## src/rtl/pen_pkg.sv

```systemverilog
package pen_pkg;

	// Message kinds on the input side.
	localparam logic [1:0] MSG_START = 2'd0;
	localparam logic [1:0] MSG_PROBE = 2'd1;
	localparam logic [1:0] MSG_ECHO  = 2'd2;
	localparam logic [1:0] MSG_EMPTY = 2'd3;

	// Result kinds on the output side.
	localparam logic [1:0] OUT_PROBE    = 2'd0;
	localparam logic [1:0] OUT_ECHO     = 2'd1;
	localparam logic [1:0] OUT_EMPTY    = 2'd2;
	localparam logic [1:0] OUT_COMPLETE = 2'd3;

	// Configuration register indexes.
	localparam int CFG_INDEX_W = 1;
	localparam logic [CFG_INDEX_W-1:0] CFG_NODE_ID       = 1'd0;
	localparam logic [CFG_INDEX_W-1:0] CFG_NEIGHBOR_MASK = 1'd1;

	// Stream field layout.
	localparam int TDATA_W   = 32;
	localparam int KIND_W    = 2;
	localparam int NODE_W    = 4;
	localparam int ROW_W     = 16;
	localparam int PENDING_W = 5;
	localparam int KIND_LSB  = 0;
	localparam int NODE_LSB  = 2;
	localparam int RIDX_LSB  = 6;
	localparam int ROW_LSB   = 10;

	typedef enum logic [1:0] {
		PH_IDLE,
		PH_WAIT,
		PH_COLLECT,
		PH_DONE
	} phase_t;

	typedef enum logic [3:0] {
		ST_IDLE,
		ST_OR,
		ST_ACT,
		ST_CLR,
		ST_DEC,
		ST_PROBE,
		ST_FIN,
		ST_ECHO_RD,
		ST_ECHO
	} step_t;

endpackage

```

## src/rtl/pen_topo_ram.sv

```systemverilog
module pen_topo_ram #(
	parameter int LIVE = 16
) (
	input  logic                    clk,
	input  logic                    arst_n,
	input  logic                    clear,
	input  logic                    we,
	input  logic [$clog2(LIVE)-1:0] waddr,
	input  logic [LIVE-1:0]         wdata,
	input  logic                    re,
	input  logic [$clog2(LIVE)-1:0] raddr,
	output logic [LIVE-1:0]         rdata
);

	logic [LIVE-1:0] mem [LIVE];
	logic [LIVE-1:0] valid_q;
	logic [LIVE-1:0] rdata_q;
	logic            rvalid_q;

	always_ff @(posedge clk) begin
		if (we) begin
			mem[waddr] <= wdata;
		end
		if (re) begin
			rdata_q <= mem[raddr];
		end
	end

	// A start clears every row at once; a write in the same cycle still lands.
	always_ff @(posedge clk or negedge arst_n) begin
		if (!arst_n) begin
			valid_q  <= '0;
			rvalid_q <= 1'b0;
		end else begin
			if (clear) begin
				valid_q <= we ? (LIVE'(1) << waddr) : '0;
			end else if (we) begin
				valid_q[waddr] <= 1'b1;
			end
			if (re) begin
				rvalid_q <= valid_q[raddr];
			end
		end
	end

	assign rdata = rvalid_q ? rdata_q : '0;

endmodule

```

## src/rtl/probe_echo_topology_node_core.sv

```systemverilog
// A row item that is merged into the matrix has its row read from the topology memory
// and written back; the last row of a message then passes the ACT step, and CLR or DEC
// where needed, before its results go out. Probes leave one per cycle while the output
// is not stalled; an echo reads each row from the topology memory before it sends it.
// One item is worked on at a time; the input waits while results are being sent.
// Reset (arst_n low, asynchronous) returns the node to idle with its control registers at
// zero and all matrix rows reading zero; no clearing pass is needed.
module probe_echo_topology_node_core #(
	parameter int NODES = 16
) (
	input  logic                           clk,
	input  logic                           arst_n,
	input  logic                           cfg_we,
	input  logic [pen_pkg::CFG_INDEX_W-1:0] cfg_index,
	input  logic [pen_pkg::ROW_W-1:0]       cfg_wdata,
	input  logic                           s_axis_tvalid,
	output logic                           s_axis_tready,
	// msg_kind[1:0], source_node[5:2], row_index[9:6], row_bits[25:10], zeros above
	input  logic [pen_pkg::TDATA_W-1:0]     s_axis_tdata,
	input  logic                           s_axis_tlast,
	output logic                           m_axis_tvalid,
	input  logic                           m_axis_tready,
	// out_kind[1:0], dest_node[5:2], out_row_index[9:6], out_row[25:10], zeros above
	output logic [pen_pkg::TDATA_W-1:0]     m_axis_tdata,
	output logic                           m_axis_tlast
);

	localparam int LIVE = (NODES > 16) ? 16 : NODES;
	localparam int AW = $clog2(LIVE);
	localparam logic [4:0] LIVE_W5 = 5'(LIVE);
	localparam logic [AW-1:0] LAST_ROW = AW'(LIVE - 1);

	// Configuration.
	logic [pen_pkg::NODE_W-1:0] node_id_q;
	logic [pen_pkg::ROW_W-1:0]  nmask_q;

	// Protocol state.
	pen_pkg::phase_t              phase_q, phase_n;
	pen_pkg::step_t               step_q, step_n;
	logic [pen_pkg::NODE_W-1:0]    parent_q, parent_n;
	logic [pen_pkg::PENDING_W-1:0] pending_q, pending_n;
	logic [LIVE-1:0]               pmask_q, pmask_n;
	logic [AW-1:0]                 k_q, k_n;

	// Item being worked on.
	logic [pen_pkg::KIND_W-1:0] kind_q;
	logic [pen_pkg::NODE_W-1:0] src_q;
	logic [pen_pkg::NODE_W-1:0] ridx_q;
	logic [LIVE-1:0]            bits_q;
	logic                       last_q;

	// Output register.
	logic                       out_valid_q;
	logic [pen_pkg::KIND_W-1:0] out_kind_q;
	logic [pen_pkg::NODE_W-1:0] out_dest_q;
	logic [pen_pkg::NODE_W-1:0] out_ridx_q;
	logic [pen_pkg::ROW_W-1:0]  out_row_q;
	logic                       out_last_q;

	logic                       emit;
	logic [pen_pkg::KIND_W-1:0] emit_kind;
	logic [pen_pkg::NODE_W-1:0] emit_dest;
	logic [pen_pkg::NODE_W-1:0] emit_ridx;
	logic [pen_pkg::ROW_W-1:0]  emit_row;
	logic                       emit_last;

	// Memory port.
	logic            ram_clear, ram_we, ram_re;
	logic [AW-1:0]   ram_waddr, ram_raddr;
	logic [LIVE-1:0] ram_wdata, ram_rdata;

	logic                       accept;
	logic                       slot_free;
	logic [pen_pkg::KIND_W-1:0] in_kind;
	logic [pen_pkg::NODE_W-1:0] in_ridx;
	logic [LIVE-1:0]            nmask_live;
	logic                       node_live;
	logic                       in_ridx_live;
	logic [AW-1:0]              low_idx;
	logic [LIVE-1:0]            pmask_rest;
	logic [pen_pkg::PENDING_W-1:0] pend_dec;

	assign in_kind = s_axis_tdata[pen_pkg::KIND_LSB +: pen_pkg::KIND_W];
	assign in_ridx = s_axis_tdata[pen_pkg::RIDX_LSB +: pen_pkg::NODE_W];
	assign nmask_live = nmask_q[LIVE-1:0];
	assign node_live = {1'b0, node_id_q} < LIVE_W5;
	assign in_ridx_live = {1'b0, in_ridx} < LIVE_W5;

	assign s_axis_tready = (step_q == pen_pkg::ST_IDLE);
	assign accept = s_axis_tvalid && s_axis_tready;
	assign slot_free = !out_valid_q || m_axis_tready;

	// Lowest neighbor still to be probed.
	always_comb begin
		low_idx = '0;
		for (int i = LIVE - 1; i >= 0; i--) begin
			if (pmask_q[i]) begin
				low_idx = AW'(i);
			end
		end
	end

	assign pmask_rest = pmask_q & ~(LIVE'(1) << low_idx);
	assign pend_dec = (pending_q == '0) ? '0 : pending_q - 5'd1;

	always_comb begin
		phase_n   = phase_q;
		step_n    = step_q;
		parent_n  = parent_q;
		pending_n = pending_q;
		pmask_n   = pmask_q;
		k_n       = k_q;
		ram_clear = 1'b0;
		ram_we    = 1'b0;
		ram_waddr = '0;
		ram_wdata = '0;
		ram_re    = 1'b0;
		ram_raddr = '0;
		emit      = 1'b0;
		emit_kind = pen_pkg::OUT_PROBE;
		emit_dest = '0;
		emit_ridx = '0;
		emit_row  = '0;
		emit_last = 1'b0;

		unique case (step_q)
			pen_pkg::ST_IDLE: begin
				if (accept) begin
					if (in_kind == pen_pkg::MSG_START) begin
						ram_clear = 1'b1;
						if (node_live) begin
							ram_we    = 1'b1;
							ram_waddr = node_id_q[AW-1:0];
							ram_wdata = nmask_live;
						end
						parent_n  = '0;
						pending_n = '0;
						if (node_id_q == '0) begin
							phase_n = pen_pkg::PH_COLLECT;
							pmask_n = nmask_live;
							step_n  = pen_pkg::ST_PROBE;
						end else begin
							phase_n = pen_pkg::PH_WAIT;
						end
					end else if (phase_q == pen_pkg::PH_WAIT ||
							phase_q == pen_pkg::PH_COLLECT) begin
						if (in_ridx_live) begin
							ram_re    = 1'b1;
							ram_raddr = in_ridx[AW-1:0];
							step_n    = pen_pkg::ST_OR;
						end else if (s_axis_tlast) begin
							step_n = pen_pkg::ST_ACT;
						end
					end
				end
			end
			pen_pkg::ST_OR: begin
				ram_we    = 1'b1;
				ram_waddr = ridx_q[AW-1:0];
				ram_wdata = ram_rdata | bits_q;
				step_n    = last_q ? pen_pkg::ST_ACT : pen_pkg::ST_IDLE;
			end
			pen_pkg::ST_ACT: begin
				priority if (phase_q == pen_pkg::PH_WAIT) begin
					// The first message names the parent, which is not probed.
					parent_n  = src_q;
					pmask_n   = nmask_live & ~(LIVE'(1) << src_q);
					pending_n = '0;
					phase_n   = pen_pkg::PH_COLLECT;
					step_n    = pen_pkg::ST_PROBE;
				end else if (kind_q == pen_pkg::MSG_PROBE) begin
					if (slot_free) begin
						emit      = 1'b1;
						emit_kind = pen_pkg::OUT_EMPTY;
						emit_dest = src_q;
						emit_last = 1'b1;
						step_n    = pen_pkg::ST_IDLE;
					end
				end else if (kind_q == pen_pkg::MSG_EMPTY && node_live) begin
					ram_re    = 1'b1;
					ram_raddr = node_id_q[AW-1:0];
					step_n    = pen_pkg::ST_CLR;
				end else begin
					step_n = pen_pkg::ST_DEC;
				end
			end
			pen_pkg::ST_CLR: begin
				// An empty echo means the sender is a child elsewhere, not a tree link.
				ram_we    = 1'b1;
				ram_waddr = node_id_q[AW-1:0];
				ram_wdata = ram_rdata & ~(LIVE'(1) << src_q);
				step_n    = pen_pkg::ST_DEC;
			end
			pen_pkg::ST_DEC: begin
				pending_n = pend_dec;
				step_n    = (pend_dec == '0) ? pen_pkg::ST_FIN : pen_pkg::ST_IDLE;
			end
			pen_pkg::ST_PROBE: begin
				if (pmask_q == '0) begin
					step_n = (pending_q == '0) ? pen_pkg::ST_FIN : pen_pkg::ST_IDLE;
				end else if (slot_free) begin
					emit      = 1'b1;
					emit_kind = pen_pkg::OUT_PROBE;
					emit_dest = pen_pkg::NODE_W'(low_idx);
					emit_last = (pmask_rest == '0);
					pmask_n   = pmask_rest;
					pending_n = pending_q + 5'd1;
				end
			end
			pen_pkg::ST_FIN: begin
				if (node_id_q == '0) begin
					if (slot_free) begin
						emit      = 1'b1;
						emit_kind = pen_pkg::OUT_COMPLETE;
						emit_dest = node_id_q;
						emit_last = 1'b1;
						phase_n   = pen_pkg::PH_DONE;
						step_n    = pen_pkg::ST_IDLE;
					end
				end else begin
					k_n    = '0;
					step_n = pen_pkg::ST_ECHO_RD;
				end
			end
			pen_pkg::ST_ECHO_RD: begin
				ram_re    = 1'b1;
				ram_raddr = k_q;
				step_n    = pen_pkg::ST_ECHO;
			end
			pen_pkg::ST_ECHO: begin
				// Read data holds while the output stalls: no other read is issued here.
				if (slot_free) begin
					emit      = 1'b1;
					emit_kind = pen_pkg::OUT_ECHO;
					emit_dest = parent_q;
					emit_ridx = pen_pkg::NODE_W'(k_q);
					emit_row  = pen_pkg::ROW_W'(ram_rdata);
					emit_last = (k_q == LAST_ROW);
					if (k_q == LAST_ROW) begin
						phase_n = pen_pkg::PH_DONE;
						step_n  = pen_pkg::ST_IDLE;
					end else begin
						k_n    = k_q + AW'(1);
						step_n = pen_pkg::ST_ECHO_RD;
					end
				end
			end
			default: begin
				step_n = pen_pkg::ST_IDLE;
			end
		endcase
	end

	always_ff @(posedge clk or negedge arst_n) begin
		if (!arst_n) begin
			node_id_q   <= '0;
			nmask_q     <= '0;
			phase_q     <= pen_pkg::PH_IDLE;
			step_q      <= pen_pkg::ST_IDLE;
			parent_q    <= '0;
			pending_q   <= '0;
			pmask_q     <= '0;
			k_q         <= '0;
			out_valid_q <= 1'b0;
		end else begin
			if (cfg_we) begin
				unique case (cfg_index)
					pen_pkg::CFG_NODE_ID:       node_id_q <= cfg_wdata[pen_pkg::NODE_W-1:0];
					pen_pkg::CFG_NEIGHBOR_MASK: nmask_q   <= cfg_wdata;
					default: ;
				endcase
			end
			phase_q   <= phase_n;
			step_q    <= step_n;
			parent_q  <= parent_n;
			pending_q <= pending_n;
			pmask_q   <= pmask_n;
			k_q       <= k_n;
			if (emit) begin
				out_valid_q <= 1'b1;
			end else if (m_axis_tready) begin
				out_valid_q <= 1'b0;
			end
		end
	end

	always_ff @(posedge clk) begin
		if (accept) begin
			kind_q <= in_kind;
			src_q  <= s_axis_tdata[pen_pkg::NODE_LSB +: pen_pkg::NODE_W];
			ridx_q <= in_ridx;
			bits_q <= s_axis_tdata[pen_pkg::ROW_LSB +: LIVE];
			last_q <= s_axis_tlast;
		end
		if (emit) begin
			out_kind_q <= emit_kind;
			out_dest_q <= emit_dest;
			out_ridx_q <= emit_ridx;
			out_row_q  <= emit_row;
			out_last_q <= emit_last;
		end
	end

	pen_topo_ram #(
		.LIVE(LIVE)
	) u_topo_ram (
		.clk   (clk),
		.arst_n(arst_n),
		.clear (ram_clear),
		.we    (ram_we),
		.waddr (ram_waddr),
		.wdata (ram_wdata),
		.re    (ram_re),
		.raddr (ram_raddr),
		.rdata (ram_rdata)
	);

	assign m_axis_tvalid = out_valid_q;
	assign m_axis_tlast  = out_last_q;
	assign m_axis_tdata  = {6'd0, out_row_q, out_ridx_q, out_dest_q, out_kind_q};

endmodule

```

## config.mk

```make
export PLATFORM = sky130hd
export DESIGN_NAME = probe_echo_topology_node_core
export DESIGN_NICKNAME = d
export VERILOG_FILES = /design/src/rtl/pen_pkg.sv /design/src/rtl/pen_topo_ram.sv /design/src/rtl/probe_echo_topology_node_core.sv
export SDC_FILE = /design/constraint.sdc
export NUM_CORES = 1
export LEC_CHECK = 0
export ABC_AREA = 1
export BUFFER_PORTS_ARGS = -buffer_cell sky130_fd_sc_hd__buf_2
export CORE_MARGIN = 2
export CORE_UTILIZATION = 47
export DETAILED_ROUTE_END_ITERATION = 6
export HOLD_SLACK_MARGIN = 0.02
export PLACE_DENSITY = 0.62
export SETUP_SLACK_MARGIN = 0.4
export SLEW_MARGIN = 15
export SYNTH_ARGS = -nofsm -noshare
export SYNTH_HDL_FRONTEND = slang
export SYNTH_SLANG_ARGS = --single-unit
```

## constraint.sdc

```tcl
create_clock -name clk -period 8 [get_ports clk]
set_input_delay 0.4 -clock clk [delete_from_list [all_inputs] [get_ports clk]]
set_output_delay 0.4 -clock clk [all_outputs]
set_load 0.01 [all_outputs]
```

=== Word level (Yosys, flattened, before mapping) ===
Memory sizes are Yosys's and may differ from the RTL's. A register that Yosys moved wholly into a read port is not among the register bits.
Index checks and enable logic that the tools add are counted.

* Output and inout port bits: 35
* Logic and storage cells: 221
* Memories: 1
* Register bits after elaboration: 127
* RAM bits: 256

{| class="wikitable"
|+ Memories
! memory !! depth !! bits a word !! rd ports !! clocked after Yosys merged registers in !! write ports !! line !! RTL
|-
| u_topo_ram.mem || 16 || 16 || 1 || 1 || 1 || pen_topo_ram.sv:15 || <nowiki>logic [LIVE-1:0] mem [LIVE];</nowiki>
|}

* Shift-type cells: 3
* Bitwise operators: 8
* Muxes and demuxes: 125
* Add/subtract/negate cells: 3
* Reductions and logical operators: 29
* Equal/unequal tests: 28
* Order comparisons: 3

{| class="wikitable"
|+ Operator list
! cell !! number
|-
| 2-to-1 mux 16 bit || 12
|-
| 2-to-1 mux 4 bit || 48
|-
| one-hot mux 16 bit (3 select lines) || 2
|-
| bitwise AND 16 bit || 3
|-
| << shifter 1 x 4 -> 16 bit (first input constant) || 3
|-
| one-hot mux 4 bit (9 select lines) || 1
|-
| zero test 16 bit || 2
|-
| NOT 16 bit || 2
|-
| OR 16 bit || 2
|-
| 2-to-1 mux 5 bit || 6
|-
| 2-to-1 mux 2 bit || 14
|-
| 2-to-1 mux 1 bit || 24
|-
| one-hot mux 4 bit (3 select lines) || 2
|-
| != test 2 bit (second input constant) || 10
|-
| one-hot mux 5 bit (4 select lines) || 1
|-
| == test 4 x 3 -> 1 bit (second input constant) || 4
|-
| one-hot mux 4 bit (2 select lines) || 2
|-
| one-hot mux 4 bit (4 select lines) || 1
|-
| 2-to-1 mux 3 bit || 4
|-
| zero test 5 bit || 2
|-
| < comparator 4 x 5 -> 1 bit (second input constant) || 2
|-
| == test 4 x 2 -> 1 bit (second input constant) || 2
|-
| == test 4 bit (second input constant) || 2
|-
| zero test 4 bit || 2
|-
| other kinds (32) || 46
|}

=== Longest topological paths before layout ===
Gate-level depths: netlist (run 1).

* Word-level depth: 23
* Mapped depth: 22

=== Modules after synthesis ===
Synthesis (run 1) repeated with hierarchy kept, for this count alone.

* Cell total of the unflattened synthesis: 1639
* Area total of the unflattened synthesis: 17614.4 µm²

{| class="wikitable"
|+ By module, submodules not included
! module !! area each (µm²) !! times used !! cells each
|-
| pen_topo_ram || 11591.1 || 1 || 921
|-
| probe_echo_topology_node_core || 6023.3 || 1 || 718
|}

=== Worst setup path after synthesis (run 1) ===
OpenSTA, ideal clock, no wires.

* Path type: register -> register
* Start: register step_q[0]
* End: memory u_topo_ram.mem[6][0], enable pin
* Path buffers: 0
* Path slack: 5155 ps
* Setup time: 388 ps
* Arrival: 2457 ps
* Data required time: 7612 ps
* Cell stages (with the launch flop): 12
* Period minus slack after synthesis: 2845 ps
* Path through: dfrtp_1 > inv_2 > nand2_2 > nor2_4 > nand2_4 > nor2_2 > nor2_1 > o22ai_1 > inv_1 > nor2_1 > inv_1 > nor2_1

* Longest elaborated chain between the ends: 6

{| class="wikitable"
|+ RTL lines
! element !! line !! RTL
|-
| from (decl) || probe_echo_topology_node_core.sv:39 || <nowiki>pen_pkg::step_t step_q, step_n;</nowiki>
|-
| from (signal assigned) || probe_echo_topology_node_core.sv:259 || <nowiki>step_q <= pen_pkg::ST_IDLE;</nowiki>
|-
| from (signal assigned) || probe_echo_topology_node_core.sv:274 || <nowiki>step_q <= step_n;</nowiki>
|-
| zero test 4 bit (*) || probe_echo_topology_node_core.sv:89 || <nowiki>assign s_axis_tready = (step_q == pen_pkg::ST_IDLE);</nowiki>
|-
| net s_axis_tready || probe_echo_topology_node_core.sv:17 || <nowiki>output logic s_axis_tready,</nowiki>
|-
| logical AND 1 bit || probe_echo_topology_node_core.sv:90 || <nowiki>assign accept = s_axis_tvalid && s_axis_tready;</nowiki>
|-
| 2-to-1 mux 1 bit || -- ||
|-
| one-hot mux 1 bit (2 select lines) || probe_echo_topology_node_core.sv:126 || <nowiki>unique case (step_q)</nowiki>
|-
| 2-to-1 mux 1 bit || pen_topo_ram.sv:21 || <nowiki>if (we) begin</nowiki>
|-
| 2-to-1 mux 1 bit (not written as such) || pen_topo_ram.sv:22 || <nowiki>mem[waddr] <= wdata;</nowiki>
|-
| to (decl) || pen_topo_ram.sv:15 ||
|}

The timed path passes the listed nets; every way through them passes the cells marked *.

=== Worst setup path in the final report (run 1) ===
* Start: register step_q[0]
* End: memory u_topo_ram.mem[15][0], data pin

* Longest elaborated chain between the ends: 4

{| class="wikitable"
|+ RTL lines
! element !! line !! RTL
|-
| zero test 4 bit || probe_echo_topology_node_core.sv:89, probe_echo_topology_node_core.sv:126 ||
|-
| logical AND 1 bit || probe_echo_topology_node_core.sv:90 ||
|-
| 2-to-1 mux 16 bit || probe_echo_topology_node_core.sv:128 || <nowiki>if (accept) begin</nowiki>
|-
| one-hot mux 16 bit (3 select lines) (*) || probe_echo_topology_node_core.sv:126 ||
|-
| net ram_wdata[0] || probe_echo_topology_node_core.sv:70 || <nowiki>logic [LIVE-1:0] ram_wdata, ram_rdata;</nowiki>
|}

Marks and branches as above.

==> reports/summary.txt, run 1 <==
Status = completed
Initial DRC Count = 1255
Antenna violations before repair = 0
Grt peak-use layer = met2
Area leader, netlist = edfxtp_1
Post-Syn Area = 0.0174 mm^2
WP data arrival = 4.24 ns
WS Path Type = flop to flop
Cell count of the worst reg-to-reg path = 7
Post-CTS Setup Bufs = 0
Syn_area_per_cell = 11.0 um^2
Post-Syn Instances = 1579
Hold_sp = s_axis_tdata[8]
Io pins = 90
CTS tree = yes
TritonCTS Buffers = 42
Initial Util = 47.5%
Worst r2r src = step_q[0]
Most common cell after layout, fill and taps aside = nor2_1
Netlist cell types = 49
Slew Viols, Final = 0
Global-route wire length before repair = 69800 um
Seq/Total Area, Yosys = 66.9%
TritonCTS sink count = 399
Crit path time final = 4.05 ns
Rows = 70
Post-Route WL = 45000 um
CTS clk-pin slew, worst paths = 0.06 ns
Final Instance Area = 0.0200 mm^2
Hold Violations, Final = 0
CP endpoint kind = flop
Nets = 1747
Synth warnings = 0
GPL Wtd Cong = 0.903
Die area = 0.0385 mm^2
Worst hold path class = input port to flop
DPL Wire Length = 27400 um
Layout area overhead = 15.2%
Core area = 0.0365 mm^2
CTS H-tree depth = 2
Critical Path RT = 8.19 ns
IO buf count = 77
LEAKAGE = 0.00750 uW
DR vias = 12346
Register Area = 0.0116 mm^2
Post_cts resized = 0
Gr usage total = 23.9%
Hold depth = 1
Max-cap violations = 0
Die width = 196 um
PD cells = 346 mW/mm^2
Unrepaired setup endpoints after global routing = no
Vias per cell = 5.65
Placed Area = 0.0182 mm^2
Setup TNS = 0 ns
Worst-Skew Late Latency = 0.58 ns
Worst Tran Pin Value = 1.16 ns
Crit path from = step_q[0]
Drt first pass iters = 7
M2 GR Usage = 37.3%
Fmax = 247 MHz
Final period util = 50.6%
Startpoint type of the worst setup path = flop
Clk_skew = 0.0254 ns
Synth Register Bits = 399
DRC Markers = 0
Area share of the largest cell type after synthesis = 56.4%
GRT overflow = 0
Die span in y = 196 um
Peak VDD IR = 0.263 mV
Hold_buf cts = 24
Filler cells = 3095
Number of global-route vias before repair = 11964
Top post-synthesis cells by area = edfxtp_1 (56%), dfrtp_1 (11%), nor2_1 (7.8%)
# setup viols final = 0
Fraction of layout cells with a size suffix above 1 = 12.9%
Routed len/inst = 20.6 um
Slew headroom = 22.1%
Multi-input logic area = 0.00481 mm^2
CTS Root Cell = clkbuf_16
Most frequent cells in the layout = nor2_1 (346), edfxtp_1 (326), inv_1 (145), nand2_1 (122), buf_2 (76)
Met3 usage = 3.71%
Clock tree buffer depth = 3
Critical Path Fanout Max = 18
Global routing met1 resource utilization = 34.8%
Largest net degree at the start of global routing = 79
Antenna diodes = 0
Routed Antenna Nets = 0
## sequential cells by signal, summed over array words and instances, names as in the netlist, 5 cells and up
register            count
out_row_q              16
u_topo_ram.rdata_q     16
u_topo_ram.valid_q     16
nmask_live             16
u_topo_ram.mem        256
bits_q                 16
pending_q               5
pmask_q                16
## cell type report
cell class / instances / share of cell area, %
clock buffer: 53 / 5.67
clock inverter: 22 / 1.66
inverter: 159 / 3.00
multi-input combinational: 944 / 24.0
sequential: 399 / 58.1
tap: 468 / 2.93
timing repair buffer: 142 / 4.68
## path summary, 6_finish.rpt
path                                         end  slack (ns)
max                        u_topo_ram.mem[15][0]        3.95
min                                    ridx_q[2]        0.05
max reg2reg                u_topo_ram.mem[15][0]        3.95
min reg2reg                        nmask_live[1]        0.49
max in group asynchronous         nmask_live[14]        6.67
min in group asynchronous                 k_q[1]        0.24
## kinds of logic after synthesis
kind of cell    share of synthesized area (%)
simple gates                             14.2
xor+xnor                                0.101
buf+inv                                  5.81
other cells                            0.0216
compound gates                           12.7
fa+ha+maj                               0.288
flops                                    66.9
## per-stage QoR
step | hold WS, ns | util (%) | total power (uW) | std cells | setup WS [ns]
floorplan | 0.104 | - | 4250 | 1584 | 5.15
global placement | 0.279 | 50.0 | 4850 | 2081 | 3.98
detailed placement | 0.281 | 50.0 | 4880 | 2081 | 3.94
CTS | 0.0212 | 54.6 | 6930 | 2180 | 3.92
global route | 0.0303 | 54.8 | 7290 | 2187 | 3.65
finish | 0.0507 | 54.8 | 6930 | 2187 | 3.95
## per-layer routing
metal / routed length, um / vias to the layer above
met4: 1230 / 0
met2: 20300 / 464
li1: - / 5811
met3: 3260 / 81
met1: 20300 / 5990
met5: 0 / -
## cell usage after synthesis (all sizes together)
master / number
a2111oi: 1
a21oi: 51
a221oi: 2
a22oi: 13
a31oi: 3
a32o: 1
a41oi: 1
buf: 46
clkbuf: 36
clkinv: 5
conb: 1
dfrtp: 73
edfxtp: 326
ha: 4
inv: 154
nand2: 127
nand3: 58
nand4: 26
nor2: 365
nor3: 7
nor4: 8
o211ai: 44
o21a: 5
o21ai: 125
o21bai: 3
o221ai: 7
o22ai: 17
o311ai: 40
o32ai: 24
or2: 4
xnor2: 1
xor2: 1
## power by group
group	total [uW]	switching (uW)	internal (uW)
Sequential	3020	173	2850
Clock	2050	809	1240
Combinational	1860	1320	539
Total	6930	2300	4630
## critical path: stages, from the launching register on
cell      delay (ns)
dfrtp_1         0.47
inv_2           0.11
nand2_2         0.11
nor2_4          0.20
nand2_4         0.09
nor2_2          0.65
clkinv_1        0.83
o211ai_1        1.18
No activity file was read; power rests on OpenSTA's default activity.
==> run 2: changes to the inputs <==
==> constraint.sdc (replaced) <==
create_clock -name clk -period 3.9 [get_ports clk]
set_input_delay 0.195 -clock clk [delete_from_list [all_inputs] [get_ports clk]]
set_output_delay 0.195 -clock clk [all_outputs]
set_load 0.01 [all_outputs]
==> run 2 against run 1 <==
Setup slack got worse by 3.2 ns. Die area did not move. Routed wire length rose by 4.6%. Register-to-register slack got worse by 3.2 ns. Count of clock-buffer cells in the layout rose by 4. Clock power rose by 110%. Highest routed layer unchanged. Core utilization rose by 1.2 points. Cell area rose by 2.1%. Sequential share of layout area fell by 1.2 points.
==> reports/summary.txt, run 2 (same netlist as run 1, synthesis figures left out) <==
Status = completed
Io pins = 90 (unchanged)
Post_cts resized = 0 (unchanged)
Reg power frac = 42.9% (-0.8 points)
Logic pwr share = 27.9% (+1.1 points)
# setup viols final = 0 (unchanged)
Post-Route WL = 47100 um (+4.6%)
Filler cells = 3055 (-1.3%)
DR vias = 12648 (+2.4%)
Die span in y = 196 um (unchanged)
CTS Root Cell = clkbuf_16
Critical Path Fanout Max = 49 (+31)
Worst hold path class = input port to flop
Most frequent cells in the layout = nor2_1 (347), edfxtp_1 (326), inv_1 (144), nand2_1 (123), buf_2 (76)
Initial DRC Count = 1089 (-13%)
CTS H-tree depth = 2 (unchanged)
Multi-input logic area = 0.00480 mm^2 (-0.10%)
Largest Register = u_topo_ram.mem
Antenna violations before repair = 0 (unchanged)
Startpoint type of the worst setup path = flop
Slew Viols, Final = 0 (unchanged)
CTS tree = yes
Int Power = 9600 uW (+110%)
TritonCTS Buffers = 42 (unchanged)
Max-cap violations = 0 (unchanged)
Number of global-route vias before repair = 12135 (+1.4%)
Placed Area = 0.0185 mm^2 (+1.5%)
Drt first pass iters = 5 (-2)
Clk_skew = 0.0328 ns (+0.00741 ns)
Final Instance Area = 0.0204 mm^2 (+2.1%)
IO buf count = 77 (unchanged)
Global-route wire length before repair = 71400 um (+2.3%)
CP endpoint kind = flop
Worst-Skew Late Latency = 0.57 ns (about the same)
Register Area = 0.0116 mm^2 (unchanged)
Die width = 196 um (unchanged)
Initial Util = 47.5% (unchanged)
Nets = 1781 (+1.9%)
Rows = 70 (unchanged)
Antenna diodes = 0 (unchanged)
Routed len/inst = 21.2 um (+2.9%)
Crit path time final = 3.13 ns (-0.924 ns)
DRC Markers = 0 (unchanged)
Final Power = 14400 uW (+110%)
WP data arrival = 3.43 ns (-0.81 ns)
Hold Violations, Final = 0 (unchanged)
Slew headroom = 23.4% (+1.3 points)
Final period util = 80.2% (+30 points)
PD cells = 705 mW/mm^2 (+100%)
Post-Place Worst Slack = 0.795 ns (-3.15 ns)
Setup WS post-layout = 0.773 ns (-3.18 ns)
Switching power = 4810 uW (+110%)
Most common cell after layout, fill and taps aside = nor2_1
Clock tree buffer depth = 3 (unchanged)
CTS clk-pin slew, worst paths = 0.07 ns (about the same)
TritonCTS sink count = 399 (unchanged)
WS Path Type = flop to flop
DPL Wire Length = 28800 um (+5.1%)
Net switching fraction of the power = 33.4% (+0.17 points)
Clock power share = 29.2% (-0.3 points)
Core area = 0.0365 mm^2 (unchanged)
Setup TNS = 0 ns (unchanged)
GRT overflow = 0 (unchanged)
Layout area overhead = 17.6%
GPL Wtd Cong = 0.897 (-0.69%)
Critical Path RT = 4.21 ns (-3.98 ns)
Fmax = 320 MHz (+30%)
LEAKAGE = 0.00769 uW (+2.6%)
Die area = 0.0385 mm^2 (unchanged)
Peak VDD IR = 0.450 mV (+71%)
Fraction of layout cells with a size suffix above 1 = 13.4% (+0.53 points)
Largest net degree at the start of global routing = 116 (+47%)
Worst Tran Pin Value = 1.15 ns (-0.0167 ns)
Number of flip-flops in the largest register = 256 (unchanged)
Routed Antenna Nets = 0 (unchanged)
Gr usage total = 24.7% (+0.78 points)
Unrepaired setup endpoints after global routing = no
Vias per cell = 5.69 (+0.74%)
[run 2: cell count changes in the layout (fill, tap and decap cells not counted), moves of 2 or more]
| cell | change |
|---|---|
| clkbuf_1 | +2 |
| clkbuf_4 | -3 |
| dlygate4sd3_1 | +20 |
| buf_12 | +9 |
| buf_4 | +8 |
[run 2: final cells by class]
type / instances / share of cell area (%)
tap: 468 / 2.87
timing repair buffer: 176 / 6.63
clock inverter: 21 / 1.43
multi-input combinational: 944 / 23.5
sequential: 399 / 56.9
clock buffer: 57 / 5.78
inverter: 159 / 2.93
[run 2: per-stage QoR]
stage	instances	utilization (%)	hold slack [ns]
final	2224	55.9	0.143
after global routing	2224	55.9	0.168
after CTS	2224	55.9	0.127
after detailed placement	2102	50.7	0.253
after global placement	2102	50.7	0.249
after floorplan	1584	-	-0.101
[run 2: timing repair]
item                      CTS  global route
buffers inserted            0             0
hold endpoints to repair   90             0
hold buffers               44             0
[run 2: metal layers]
metal  wire length [um]  share of wire (%)  track usage [%]
met1              20600                 44             35.2
met2              21900                 46             39.0
met3               3160                6.7             3.49
met4               1420                3.0             8.64
met5                  0                  0                0
[run 2: path summary, 6_finish.rpt]
kind | slack (ns) | cells past startpoint | from | to
min reg2reg | 0.49 | 2 | nmask_live[2] | nmask_live[2]
max in group asynchronous | 2.78 | 3 | arst_n | pmask_q[6]
max reg2reg | 0.77 | 15 | step_q[0] | u_topo_ram.rdata_q[3]
min | 0.14 | 4 | cfg_we | node_id_q[3]
min in group asynchronous | 0.18 | 2 | arst_n | u_topo_ram.valid_q[9]
max | 0.77 | 15 | step_q[0] | u_topo_ram.rdata_q[3]
[run 2: critical path, cell delays in order, from the launching register on]
cell and delay, ns:
dfrtp_1 0.47, inv_2 0.12, nand2_2 0.11, nor2_4 0.21
nand2_4 0.10, nor2_4 0.18, nand2_1 0.12, nand3_4 0.33
inv_4 0.30, buf_12 0.27, nor2_1 0.10, nor2_1 0.04
o21ai_1 0.09, o311ai_0 0.17, o211ai_1 0.13, nand2_1 0.07
[run 2: power groups by stage]
stage	Combinational, uW	Sequential, uW	Clock, uW
6_report	4010	6180	4210
5_1_grt	4450	6250	4420
4_1_cts	4020	6180	4270
3_5_place_dp	3960	6260	0
3_3_place_gp	3900	6250	0
2_1_floorplan	2540	6170	0
